### src/hw/rtl/itp_reasm_pkg.sv
`timescale 1ns / 1ps

package itp_reasm_pkg;

    localparam int BUF_BYTES   = 256;
    localparam int ADDR_W      = $clog2(BUF_BYTES);
    localparam int FILL_W      = $clog2(BUF_BYTES + 1);
    localparam int CHUNK_BYTES = 8;
    localparam int SF_MAX      = 7;
    localparam int FF_BYTES    = 6;

    localparam logic [3:0] SEQ_MASK = 4'hF;

    localparam logic [1:0] KIND_CHUNK = 2'd0;
    localparam logic [1:0] KIND_FLOW  = 2'd1;
    localparam logic [1:0] KIND_ABORT = 2'd2;

    localparam logic [1:0] RSN_UNEXPECTED = 2'd0;
    localparam logic [1:0] RSN_OVERFLOW   = 2'd1;
    localparam logic [1:0] RSN_TIMEOUT    = 2'd2;

    localparam logic FS_CONTINUE = 1'b0;
    localparam logic FS_OVERFLOW = 1'b1;

    localparam logic OP_FRAME = 1'b0;
    localparam logic OP_TICK  = 1'b1;

    localparam logic [3:0] FT_SINGLE  = 4'h0;
    localparam logic [3:0] FT_FIRST   = 4'h1;
    localparam logic [3:0] FT_CONSEC  = 4'h2;
    localparam logic [3:0] FT_FLOW    = 4'h3;
    localparam logic [3:0] FT_UNKNOWN = 4'hF;

    localparam int TDATA_IN_W  = 72;
    localparam int TDATA_OUT_W = 72;

    typedef enum logic [2:0] {
        S_IDLE,
        S_DEC,
        S_WR,
        S_PUSH_FC,
        S_PUSH_AB,
        S_CHUNK,
        S_RD,
        S_PUSH_CH
    } t_state;

    typedef enum logic [1:0] {
        WM_SF,
        WM_FF,
        WM_CF
    } t_wmode;

endpackage

### src/hw/rtl/iso_tp_segment_reassembler_top.sv
`timescale 1ns / 1ps

// Channel  Dir  Width      Fields (low bit up)
// s_axis   in   tdata 72   frame_length[3:0], byte0..byte7 [67:4]
//               tuser 1    operation
// m_axis   out  tdata 72   chunk_data[63:0], chunk_bytes[67:64], flow_status[68],
//                          abort_reason[70:69]
//               tuser 2    kind; tlast = last
// cfg      in   16         timeout_ticks, written when i_cfg_wr_en is high
//
// A tick is decoded and, when it times out, places an abort result. A frame is decoded, then
// places any flow control or abort result; a valid single, first or consecutive frame
// also stores its bytes and closes the write. A PDU drains through the single read port
// of the assembly RAM, one byte per cycle within a chunk, but a held result stalls the drain.
// Synchronous active-low reset clears control state; the RAM is not cleared.
// A held result stalls the sequencer only when it must place the next one.

module iso_tp_segment_reassembler_top (
    input  logic        i_clk,
    input  logic        i_rst_n,
    input  logic        s_axis_tvalid,
    output logic        s_axis_tready,
    // frame_length[3:0], byte0[11:4] .. byte7[67:60], zero pad [71:68]
    input  logic [itp_reasm_pkg::TDATA_IN_W-1:0]  s_axis_tdata,
    // operation[0]
    input  logic        s_axis_tuser,
    output logic        m_axis_tvalid,
    input  logic        m_axis_tready,
    // chunk_data[63:0], chunk_bytes[67:64], flow_status[68], abort_reason[70:69], pad[71]
    output logic [itp_reasm_pkg::TDATA_OUT_W-1:0] m_axis_tdata,
    // kind[1:0]
    output logic [1:0]  m_axis_tuser,
    output logic        m_axis_tlast,
    input  logic        i_cfg_wr_en,
    input  logic [15:0] i_cfg_wr_data
);

    localparam int AW = itp_reasm_pkg::ADDR_W;
    localparam int FW = itp_reasm_pkg::FILL_W;

    itp_reasm_pkg::t_state r_state, n_state;
    itp_reasm_pkg::t_wmode r_mode, n_mode;

    logic          r_ovalid, n_ovalid;
    logic          r_recv, n_recv;
    logic [FW-1:0] r_fill, n_fill;
    logic [3:0]    r_seq, n_seq;
    logic [FW-1:0] r_etotal, n_etotal;
    logic [15:0]   r_tcount, n_tcount;
    logic [15:0]   r_ticks, n_ticks;
    logic          r_pend, n_pend;
    logic [3:0]    r_iss, n_iss;
    logic [3:0]    r_cap, n_cap;
    logic [3:0]    r_cn, n_cn;
    logic [3:0]    r_wcnt, n_wcnt;

    logic          r_op, n_op;
    logic [3:0]    r_flen, n_flen;
    logic [63:0]   r_data, n_data;
    logic [FW-1:0] r_lim, n_lim;
    logic [1:0]    r_reason, n_reason;
    logic          r_fc_ovf, n_fc_ovf;
    logic [FW-1:0] r_emit_tot, n_emit_tot;
    logic [FW-1:0] r_roff, n_roff;
    logic [63:0]   r_chunk, n_chunk;
    logic [1:0]    r_okind, n_okind;
    logic [63:0]   r_odata, n_odata;
    logic [3:0]    r_obytes, n_obytes;
    logic          r_olast, n_olast;
    logic          r_ofs, n_ofs;
    logic [1:0]    r_oreason, n_oreason;
    logic [7:0]    r_rdata;

    logic [7:0]    mem [itp_reasm_pkg::BUF_BYTES];
    logic          mem_we;
    logic [AW-1:0] mem_wa;
    logic          mem_re;
    logic [AW-1:0] mem_ra;

    logic          out_free;
    logic [3:0]    d_type;
    logic [3:0]    d_sflen;
    logic [11:0]   d_len12;
    logic [3:0]    in_flen;
    logic [FW-1:0] rem;

    assign out_free = !r_ovalid || m_axis_tready;
    assign d_type   = (r_flen == 4'd0) ? itp_reasm_pkg::FT_UNKNOWN : r_data[7:4];
    assign d_sflen  = r_data[3:0] & itp_reasm_pkg::SEQ_MASK;
    assign d_len12  = {r_data[3:0], r_data[15:8]};
    assign in_flen  = s_axis_tdata[3:0];
    assign rem      = r_emit_tot - r_roff;

    always_comb begin
        n_state    = r_state;
        n_mode     = r_mode;
        n_ovalid   = r_ovalid && !m_axis_tready;
        n_recv     = r_recv;
        n_fill     = r_fill;
        n_seq      = r_seq;
        n_etotal   = r_etotal;
        n_tcount   = r_tcount;
        n_ticks    = i_cfg_wr_en ? i_cfg_wr_data : r_ticks;
        n_pend     = 1'b0;
        n_iss      = r_iss;
        n_cap      = r_cap;
        n_cn       = r_cn;
        n_wcnt     = r_wcnt;
        n_op       = r_op;
        n_flen     = r_flen;
        n_data     = r_data;
        n_lim      = r_lim;
        n_reason   = r_reason;
        n_fc_ovf   = r_fc_ovf;
        n_emit_tot = r_emit_tot;
        n_roff     = r_roff;
        n_chunk    = r_chunk;
        n_okind    = r_okind;
        n_odata    = r_odata;
        n_obytes   = r_obytes;
        n_olast    = r_olast;
        n_ofs      = r_ofs;
        n_oreason  = r_oreason;
        mem_we     = 1'b0;
        mem_wa     = r_fill[AW-1:0];
        mem_re     = 1'b0;
        mem_ra     = r_roff[AW-1:0];

        unique case (r_state)
            itp_reasm_pkg::S_IDLE: begin
                if (s_axis_tvalid) begin
                    n_op    = s_axis_tuser;
                    n_flen  = (in_flen > 4'(itp_reasm_pkg::CHUNK_BYTES))
                              ? 4'(itp_reasm_pkg::CHUNK_BYTES) : in_flen;
                    n_data  = s_axis_tdata[67:4];
                    n_state = itp_reasm_pkg::S_DEC;
                end
            end

            itp_reasm_pkg::S_DEC: begin
                n_state = itp_reasm_pkg::S_IDLE;
                if (r_op == itp_reasm_pkg::OP_TICK) begin
                    if (r_recv) begin
                        if (r_tcount <= 16'd1) begin
                            n_recv   = 1'b0;
                            n_fill   = '0;
                            n_tcount = '0;
                            n_reason = itp_reasm_pkg::RSN_TIMEOUT;
                            n_state  = itp_reasm_pkg::S_PUSH_AB;
                        end else begin
                            n_tcount = r_tcount - 16'd1;
                        end
                    end
                end else begin
                    unique case (d_type)
                        itp_reasm_pkg::FT_SINGLE: begin
                            n_recv   = 1'b0;
                            n_fill   = '0;
                            if (r_recv) begin
                                n_tcount = '0;
                            end
                            if (d_sflen == 4'd0 || d_sflen > 4'(itp_reasm_pkg::SF_MAX)
                                || d_sflen > r_flen - 4'd1) begin
                                n_reason = itp_reasm_pkg::RSN_UNEXPECTED;
                                n_tcount = '0;
                                n_state  = itp_reasm_pkg::S_PUSH_AB;
                            end else begin
                                n_mode  = itp_reasm_pkg::WM_SF;
                                n_wcnt  = d_sflen;
                                n_lim   = FW'(d_sflen);
                                n_data  = r_data >> 8;
                                n_state = itp_reasm_pkg::S_WR;
                            end
                        end
                        itp_reasm_pkg::FT_FIRST: begin
                            if (r_flen < 4'(itp_reasm_pkg::CHUNK_BYTES)
                                || d_len12 <= 12'(itp_reasm_pkg::SF_MAX)) begin
                                n_recv   = 1'b0;
                                n_fill   = '0;
                                n_tcount = '0;
                                n_reason = itp_reasm_pkg::RSN_UNEXPECTED;
                                n_state  = itp_reasm_pkg::S_PUSH_AB;
                            end else if (d_len12 > 12'(itp_reasm_pkg::BUF_BYTES)) begin
                                n_recv   = 1'b0;
                                n_fill   = '0;
                                n_tcount = '0;
                                n_reason = itp_reasm_pkg::RSN_OVERFLOW;
                                n_fc_ovf = itp_reasm_pkg::FS_OVERFLOW;
                                n_state  = itp_reasm_pkg::S_PUSH_FC;
                            end else begin
                                n_etotal = d_len12[FW-1:0];
                                n_seq    = 4'd1;
                                n_fill   = '0;
                                n_recv   = 1'b1;
                                n_tcount = r_ticks;
                                n_fc_ovf = itp_reasm_pkg::FS_CONTINUE;
                                n_mode   = itp_reasm_pkg::WM_FF;
                                n_wcnt   = 4'(itp_reasm_pkg::FF_BYTES);
                                n_lim    = FW'(itp_reasm_pkg::BUF_BYTES);
                                n_data   = r_data >> 16;
                                n_state  = itp_reasm_pkg::S_WR;
                            end
                        end
                        itp_reasm_pkg::FT_CONSEC: begin
                            if (r_recv) begin
                                if (d_sflen != r_seq) begin
                                    n_recv   = 1'b0;
                                    n_fill   = '0;
                                    n_tcount = '0;
                                    n_reason = itp_reasm_pkg::RSN_UNEXPECTED;
                                    n_state  = itp_reasm_pkg::S_PUSH_AB;
                                end else begin
                                    n_seq    = (r_seq + 4'd1) & itp_reasm_pkg::SEQ_MASK;
                                    n_tcount = r_ticks;
                                    n_mode   = itp_reasm_pkg::WM_CF;
                                    n_wcnt   = r_flen - 4'd1;
                                    n_lim    = r_etotal;
                                    n_data   = r_data >> 8;
                                    n_state  = itp_reasm_pkg::S_WR;
                                end
                            end
                        end
                        itp_reasm_pkg::FT_FLOW: begin
                            n_state = itp_reasm_pkg::S_IDLE;
                        end
                        default: begin
                            n_recv   = 1'b0;
                            n_fill   = '0;
                            n_tcount = '0;
                            n_reason = itp_reasm_pkg::RSN_UNEXPECTED;
                            n_state  = itp_reasm_pkg::S_PUSH_AB;
                        end
                    endcase
                end
            end

            itp_reasm_pkg::S_WR: begin
                if (r_wcnt != 4'd0 && r_fill < r_lim) begin
                    mem_we = 1'b1;
                    n_fill = r_fill + FW'(1);
                    n_wcnt = r_wcnt - 4'd1;
                    n_data = r_data >> 8;
                end else begin
                    unique case (r_mode)
                        itp_reasm_pkg::WM_SF: begin
                            n_emit_tot = r_lim;
                            n_fill     = '0;
                            n_roff     = '0;
                            n_state    = itp_reasm_pkg::S_CHUNK;
                        end
                        itp_reasm_pkg::WM_FF: begin
                            n_state = itp_reasm_pkg::S_PUSH_FC;
                        end
                        itp_reasm_pkg::WM_CF: begin
                            if (r_fill >= r_etotal) begin
                                n_recv     = 1'b0;
                                n_fill     = '0;
                                n_tcount   = '0;
                                n_emit_tot = r_etotal;
                                n_roff     = '0;
                                n_state    = itp_reasm_pkg::S_CHUNK;
                            end else begin
                                n_state = itp_reasm_pkg::S_IDLE;
                            end
                        end
                        default: begin
                            n_state = itp_reasm_pkg::S_IDLE;
                        end
                    endcase
                end
            end

            itp_reasm_pkg::S_PUSH_FC: begin
                if (out_free) begin
                    n_ovalid  = 1'b1;
                    n_okind   = itp_reasm_pkg::KIND_FLOW;
                    n_odata   = '0;
                    n_obytes  = '0;
                    n_olast   = 1'b0;
                    n_ofs     = r_fc_ovf;
                    n_oreason = itp_reasm_pkg::RSN_UNEXPECTED;
                    n_state   = (r_fc_ovf == itp_reasm_pkg::FS_OVERFLOW)
                                ? itp_reasm_pkg::S_PUSH_AB : itp_reasm_pkg::S_IDLE;
                end
            end

            itp_reasm_pkg::S_PUSH_AB: begin
                if (out_free) begin
                    n_ovalid  = 1'b1;
                    n_okind   = itp_reasm_pkg::KIND_ABORT;
                    n_odata   = '0;
                    n_obytes  = '0;
                    n_olast   = 1'b0;
                    n_ofs     = itp_reasm_pkg::FS_CONTINUE;
                    n_oreason = r_reason;
                    n_state   = itp_reasm_pkg::S_IDLE;
                end
            end

            itp_reasm_pkg::S_CHUNK: begin
                n_cn    = (rem > FW'(itp_reasm_pkg::CHUNK_BYTES))
                          ? 4'(itp_reasm_pkg::CHUNK_BYTES) : rem[3:0];
                n_iss   = '0;
                n_cap   = '0;
                n_chunk = '0;
                n_state = itp_reasm_pkg::S_RD;
            end

            itp_reasm_pkg::S_RD: begin
                if (r_iss < r_cn) begin
                    mem_re = 1'b1;
                    n_pend = 1'b1;
                    n_roff = r_roff + FW'(1);
                    n_iss  = r_iss + 4'd1;
                end
                if (r_pend) begin
                    n_chunk[{r_cap[2:0], 3'b000} +: 8] = r_rdata;
                    n_cap = r_cap + 4'd1;
                end
                if (r_cap == r_cn) begin
                    n_state = itp_reasm_pkg::S_PUSH_CH;
                end
            end

            itp_reasm_pkg::S_PUSH_CH: begin
                if (out_free) begin
                    n_ovalid  = 1'b1;
                    n_okind   = itp_reasm_pkg::KIND_CHUNK;
                    n_odata   = r_chunk;
                    n_obytes  = r_cn;
                    n_olast   = (r_roff >= r_emit_tot);
                    n_ofs     = itp_reasm_pkg::FS_CONTINUE;
                    n_oreason = itp_reasm_pkg::RSN_UNEXPECTED;
                    n_state   = (r_roff >= r_emit_tot)
                                ? itp_reasm_pkg::S_IDLE : itp_reasm_pkg::S_CHUNK;
                end
            end

            default: begin
                n_state = itp_reasm_pkg::S_IDLE;
            end
        endcase
    end

    always_ff @(posedge i_clk) begin
        if (!i_rst_n) begin
            r_state  <= itp_reasm_pkg::S_IDLE;
            r_ovalid <= 1'b0;
            r_recv   <= 1'b0;
            r_fill   <= '0;
            r_seq    <= '0;
            r_etotal <= '0;
            r_tcount <= '0;
            r_ticks  <= 16'd1000;
            r_pend   <= 1'b0;
            r_iss    <= '0;
            r_cap    <= '0;
            r_cn     <= '0;
            r_wcnt   <= '0;
        end else begin
            r_state  <= n_state;
            r_ovalid <= n_ovalid;
            r_recv   <= n_recv;
            r_fill   <= n_fill;
            r_seq    <= n_seq;
            r_etotal <= n_etotal;
            r_tcount <= n_tcount;
            r_ticks  <= n_ticks;
            r_pend   <= n_pend;
            r_iss    <= n_iss;
            r_cap    <= n_cap;
            r_cn     <= n_cn;
            r_wcnt   <= n_wcnt;
        end
    end

    always_ff @(posedge i_clk) begin
        r_mode     <= n_mode;
        r_op       <= n_op;
        r_flen     <= n_flen;
        r_data     <= n_data;
        r_lim      <= n_lim;
        r_reason   <= n_reason;
        r_fc_ovf   <= n_fc_ovf;
        r_emit_tot <= n_emit_tot;
        r_roff     <= n_roff;
        r_chunk    <= n_chunk;
        r_okind    <= n_okind;
        r_odata    <= n_odata;
        r_obytes   <= n_obytes;
        r_olast    <= n_olast;
        r_ofs      <= n_ofs;
        r_oreason  <= n_oreason;
    end

    always_ff @(posedge i_clk) begin
        if (mem_we) begin
            mem[mem_wa] <= r_data[7:0];
        end
    end

    always_ff @(posedge i_clk) begin
        if (mem_re) begin
            r_rdata <= mem[mem_ra];
        end
    end

    assign s_axis_tready = (r_state == itp_reasm_pkg::S_IDLE);
    assign m_axis_tvalid = r_ovalid;
    assign m_axis_tdata  = {1'b0, r_oreason, r_ofs, r_obytes, r_odata};
    assign m_axis_tuser  = r_okind;
    assign m_axis_tlast  = r_olast;

endmodule

### config.mk
export PLATFORM = sky130hd
export DESIGN_NAME = iso_tp_segment_reassembler_top
export DESIGN_NICKNAME = d
export VERILOG_FILES = /design/src/hw/rtl/itp_reasm_pkg.sv /design/src/hw/rtl/iso_tp_segment_reassembler_top.sv
export SDC_FILE = /design/constraint.sdc
export NUM_CORES = 2
export LEC_CHECK = 0
export BUFFER_PORTS_ARGS = -buffer_cell sky130_fd_sc_hd__buf_2
export CORE_MARGIN = 5
export CORE_UTILIZATION = 50
export DETAILED_ROUTE_END_ITERATION = 8
export HOLD_SLACK_MARGIN = 0.08
export MAX_ROUTING_LAYER = met4
export PLACE_DENSITY = 0.67
export SLEW_MARGIN = 20
export SYNTH_ARGS = -nofsm -noshare
export SYNTH_HDL_FRONTEND = slang
export SYNTH_SLANG_ARGS = --single-unit
### constraint.sdc
create_clock -name i_clk -period 14.72 [get_ports i_clk]
set_clock_uncertainty 0.15 [all_clocks]
set_input_delay 2.208 -clock i_clk [delete_from_list [all_inputs] [get_ports i_clk]]
set_output_delay 2.208 -clock i_clk [all_outputs]
set_load 0.02 [all_outputs]
==> results by group <==
Detailed routing
  • Wire length per cell: around 30 um
  • Antenna Nets Post-Route: 0
  • Avg Vias per Cell: between 6 and 7
  • Met3 routed WL: 24.7 mm
  • WL met2: about 110 mm
  • Initial DRT Pass Iterations: 9
  • DRC errors left: 12
  • M1 wire length: around 93 mm
  • Detailed-route wire length: 241 mm
  • Via count: between 50,000 and 60,000
  • 1st-iter DRT viols: about 7,000
  • Top layer in use: met4

GRT
  • Largest net degree at the start of global routing: between 200 and 250
  • Initial antenna violation count: 8
  • Vias in the first global route: approximately 50,000
  • Total global routing overflow: 0
  • First-pass GRT wire length: about 350 mm
  • Gr usage total: 0.249

Setup path
  • Worst Path Required: 15,040 ps
  • Setup CP Type: reg -> reg
  • Worst setup SP type: register
  • Worst Path Arrival: 6280 ps
  • Cell Chain, Critical Path: buf_4 -> buf_12 -> buf_4 -> mux4_2 -> a22o_1 -> a221oi_1 -> o22ai_1 -> o32ai_1 -> o221ai_1
  • Critical path's most frequent cell: buf_4
  • CP delay by family, top: compound AO/OA/AOI/OAI gates
  • CP max stage cell: o32ai_1
  • Critical Path Fanout Max: 83
  • Worst path max stage delay: a little under 800 ps
  • Worst path bufs/invs: 3
  • Worst setup EP type: register

Clock tree
  • CTS Buffer Depth: 3
  • Clock slew at reported path FFs: about 60 ps
  • Hold buffer count at cts: 0
  • Postcts setup bufs: 0
  • Worst skew pair latency: approximately 860 ps
  • CTS buffer count: 225
  • H-tree depth: 4
  • Clk sinks: roughly 2,400
  • Post_cts resized: 0
  • Clock Tree Root: clkbuf_16
  • CTS tree: done

Yosys
  • Dominant synthesized flop cell: edfxtp_1
  • Post-synth EDFFs: between 2,000 and 2,500
  • Syn avg cell area: roughly 19 sq um
  • Syn nets: 5,277
  • Synth unique cells: 88
  • Post-synth ARST share: 0
  • Mapped Area: 95,100 sq um
  • Seq/Total Area, Yosys: 0.741
  • Synth warn: 0
  • Synth Instances: about 5,100
  • Register bit total from synthesis: about 2,400

STA
  • Worst slew pin tran: 1150 ps
  • Final Worst Setup Slack: slightly below 9000 ps
  • Fin crit period: roughly 6000 ps
  • Setup TNS: 0 ps
  • Slew Limit Fails: 0
  • Crit share post-route: 0.405
  • Achievable Freq: ~170 MHz
  • Final setup vio count: 0
  • Relative slew slack: 0.231
  • RSZ-0062 raised after global routing: false
  • Final hold violation count: 0

Floorplan
  • Core ar.: between 150,000 and 200,000 sq um
  • FP Rows: 160
  • Die area: between 150,000 and 200,000 sq um
  • IO Pins: approximately 170
  • Die span in y: around 450 um
  • Die W: between 400 and 500 um
  • Starting density of the core: 0.501

Power
  • Clk pwr share: 0.376
  • Worst VDD drop: 0.137 mV
  • Switching share of power: 0.234
  • Internal power: 11,300 uW
  • Combinational share of power: 0.084
  • Flop pwr share: 0.540
  • P_sw: between 3000 and 4000 uW
  • Pwr per Cell Area: around 140 nW/um^2
  • Power Total: around 15,000 uW
  • P_leak: 0.0342 uW

Run
  • Max Cap Viol: 0

Outcome
  • Outcome: finished with violations
  • Failing checks: design-rule violations

Cells and area
  • Commonest non-fill, non-tap cell in the layout: edfxtp_1
  • Post-route insts no fill: between 8,000 and 9,000
  • Layout cells sized above 1: 0.195
  • Fin nets: roughly 5,500
  • Area growth syn-to-layout: 10.8%
  • Commonest non-fill, non-tap cells in the layout: edfxtp_1 (2,295), mux4_2 (444), nor2_1 (403)

Placed design
  • Port bufs: approximately 170
  • DP Wirelength: around 140 mm
  • Pre-CTS WS: between 8000 and 9000 ps
  • Placer congestion estimate: 0.886
  • Placed Cells: between 7,000 and 8,000

Min path
  • Min-delay worst type: reg -> reg
[final timing paths]
path	end	startpoint	cells after the start	slack, ps
worst max register to register	r_rdata[2]	r_roff[0]	9	8760
worst min-delay path	r_ticks[8]	r_ticks[8]	2	340
worst min register to register	r_ticks[8]	r_ticks[8]	2	340
worst max-delay path	r_rdata[2]	r_roff[0]	9	8760
[cell usage after synthesis (all sizes together), types with 5 or more instances]
cell | n | area, sq um
a22oi | 102 | 766
nand3 | 50 | 250
nor4 | 13 | 96.3
a222oi | 48 | 480
or2 | 6 | 37.5
o221ai | 21 | 184
o2bb2ai | 9 | 78.8
a41oi | 7 | 61.3
edfxtp | 2295 | 68900
nor3b | 5 | 47.5
buf | 156 | 1260
dfxtp | 76 | 1520
o22ai | 19 | 119
xnor2 | 22 | 193
a32oi | 7 | 61.3
and2 | 92 | 576
clkbuf | 153 | 574
nand3b | 10 | 75.1
inv | 103 | 387
o2111ai | 7 | 61.3
nor3 | 32 | 170
nand4 | 15 | 93.8
nor2b | 28 | 175
a311oi | 5 | 50.0
nand2b | 13 | 81.3
o32ai | 6 | 52.6
a221oi | 52 | 474
nand2 | 239 | 900
mux4 | 464 | 10500
a21oi | 158 | 798
mux2 | 5 | 56.3
or3 | 12 | 80.1
and3 | 6 | 37.5
o21ai | 74 | 374
a2111oi | 6 | 52.6
a211oi | 22 | 170
nor2 | 405 | 1520
a22o | 25 | 219
ha | 47 | 588
a31oi | 22 | 138
o21a | 14 | 105
mux2i | 208 | 2080
a21o | 15 | 113
xor2 | 12 | 105
[layout make-up]
type,instances,area [sq um]
Timing Repair Buffer,281,1790
Inverter,106,400
Sequential cell,2371,70400
Clock buffer,267,5850
Fill cell,14300,84400
Antenna cell,5,12.5
Tap cell,2511,3140
Multi-Input combinational cell,2349,22600
Clock inverter,147,1150
[metrics by stage]
step / hold WS [ps] / util / instance area (sq um)
final: 336 / 0.555 / 105000
after floorplan: 274 / - / 95100
after global routing: 359 / 0.555 / 105000
after global placement: 303 / 0.518 / 98300
after detailed placement: 325 / 0.518 / 98300
after CTS: 341 / 0.555 / 105000
[worst register-to-register path, cell delays in order, from the launching register on]
cell and delay [ps]:
edfxtp_1 320, buf_4 570, buf_12 590, buf_4 850
mux4_2 640, a22o_1 280, a221oi_1 700, o22ai_1 210
o32ai_1 790, o221ai_1 480
[power by group through the flow]
stage	sequential (uW)	clock, uW	combinational (uW)
after detailed placement	8120	0	1240
after global placement	8110	0	1180
after global routing	7990	5920	1360
after floorplan	8420	0	575
final	7980	5550	1250
after CTS	7980	5610	1240
[cells by family (layout without fill, tap and decap cells)]
kind of cell,count (synthesis),in the layout,share of synthesized area
AND/OR/NAND/NOR,938,938,0.0446
flip-flops,2371,2371,0.741
buffers and inverters,415,801,0.0234
adder cells (fa/ha/maj),48,48,0.00639
multiplexers,677,677,0.133
AO/OA/AOI/OAI,651,651,0.0487
XOR/XNOR,34,34,0.00313
other,1,6,0.0000394
[state kept, by name (all words and copies together), names as in the netlist, 8 cells and up]
name        cells
mem          2048
r_chunk        64
r_data         64
r_emit_tot      9
r_etotal        9
r_fill          9
r_lim           9
r_odata        64
r_rdata         8
r_roff          9
r_tcount       16
r_ticks        16
[metal layers]
metal	up-vias	global-route usage
met5	-	-
met4	0	0.0832
met3	478	0.0529
met2	2671	0.378
met1	26300	0.341
li1	21200	-
(Power assumes the default switching activity.)
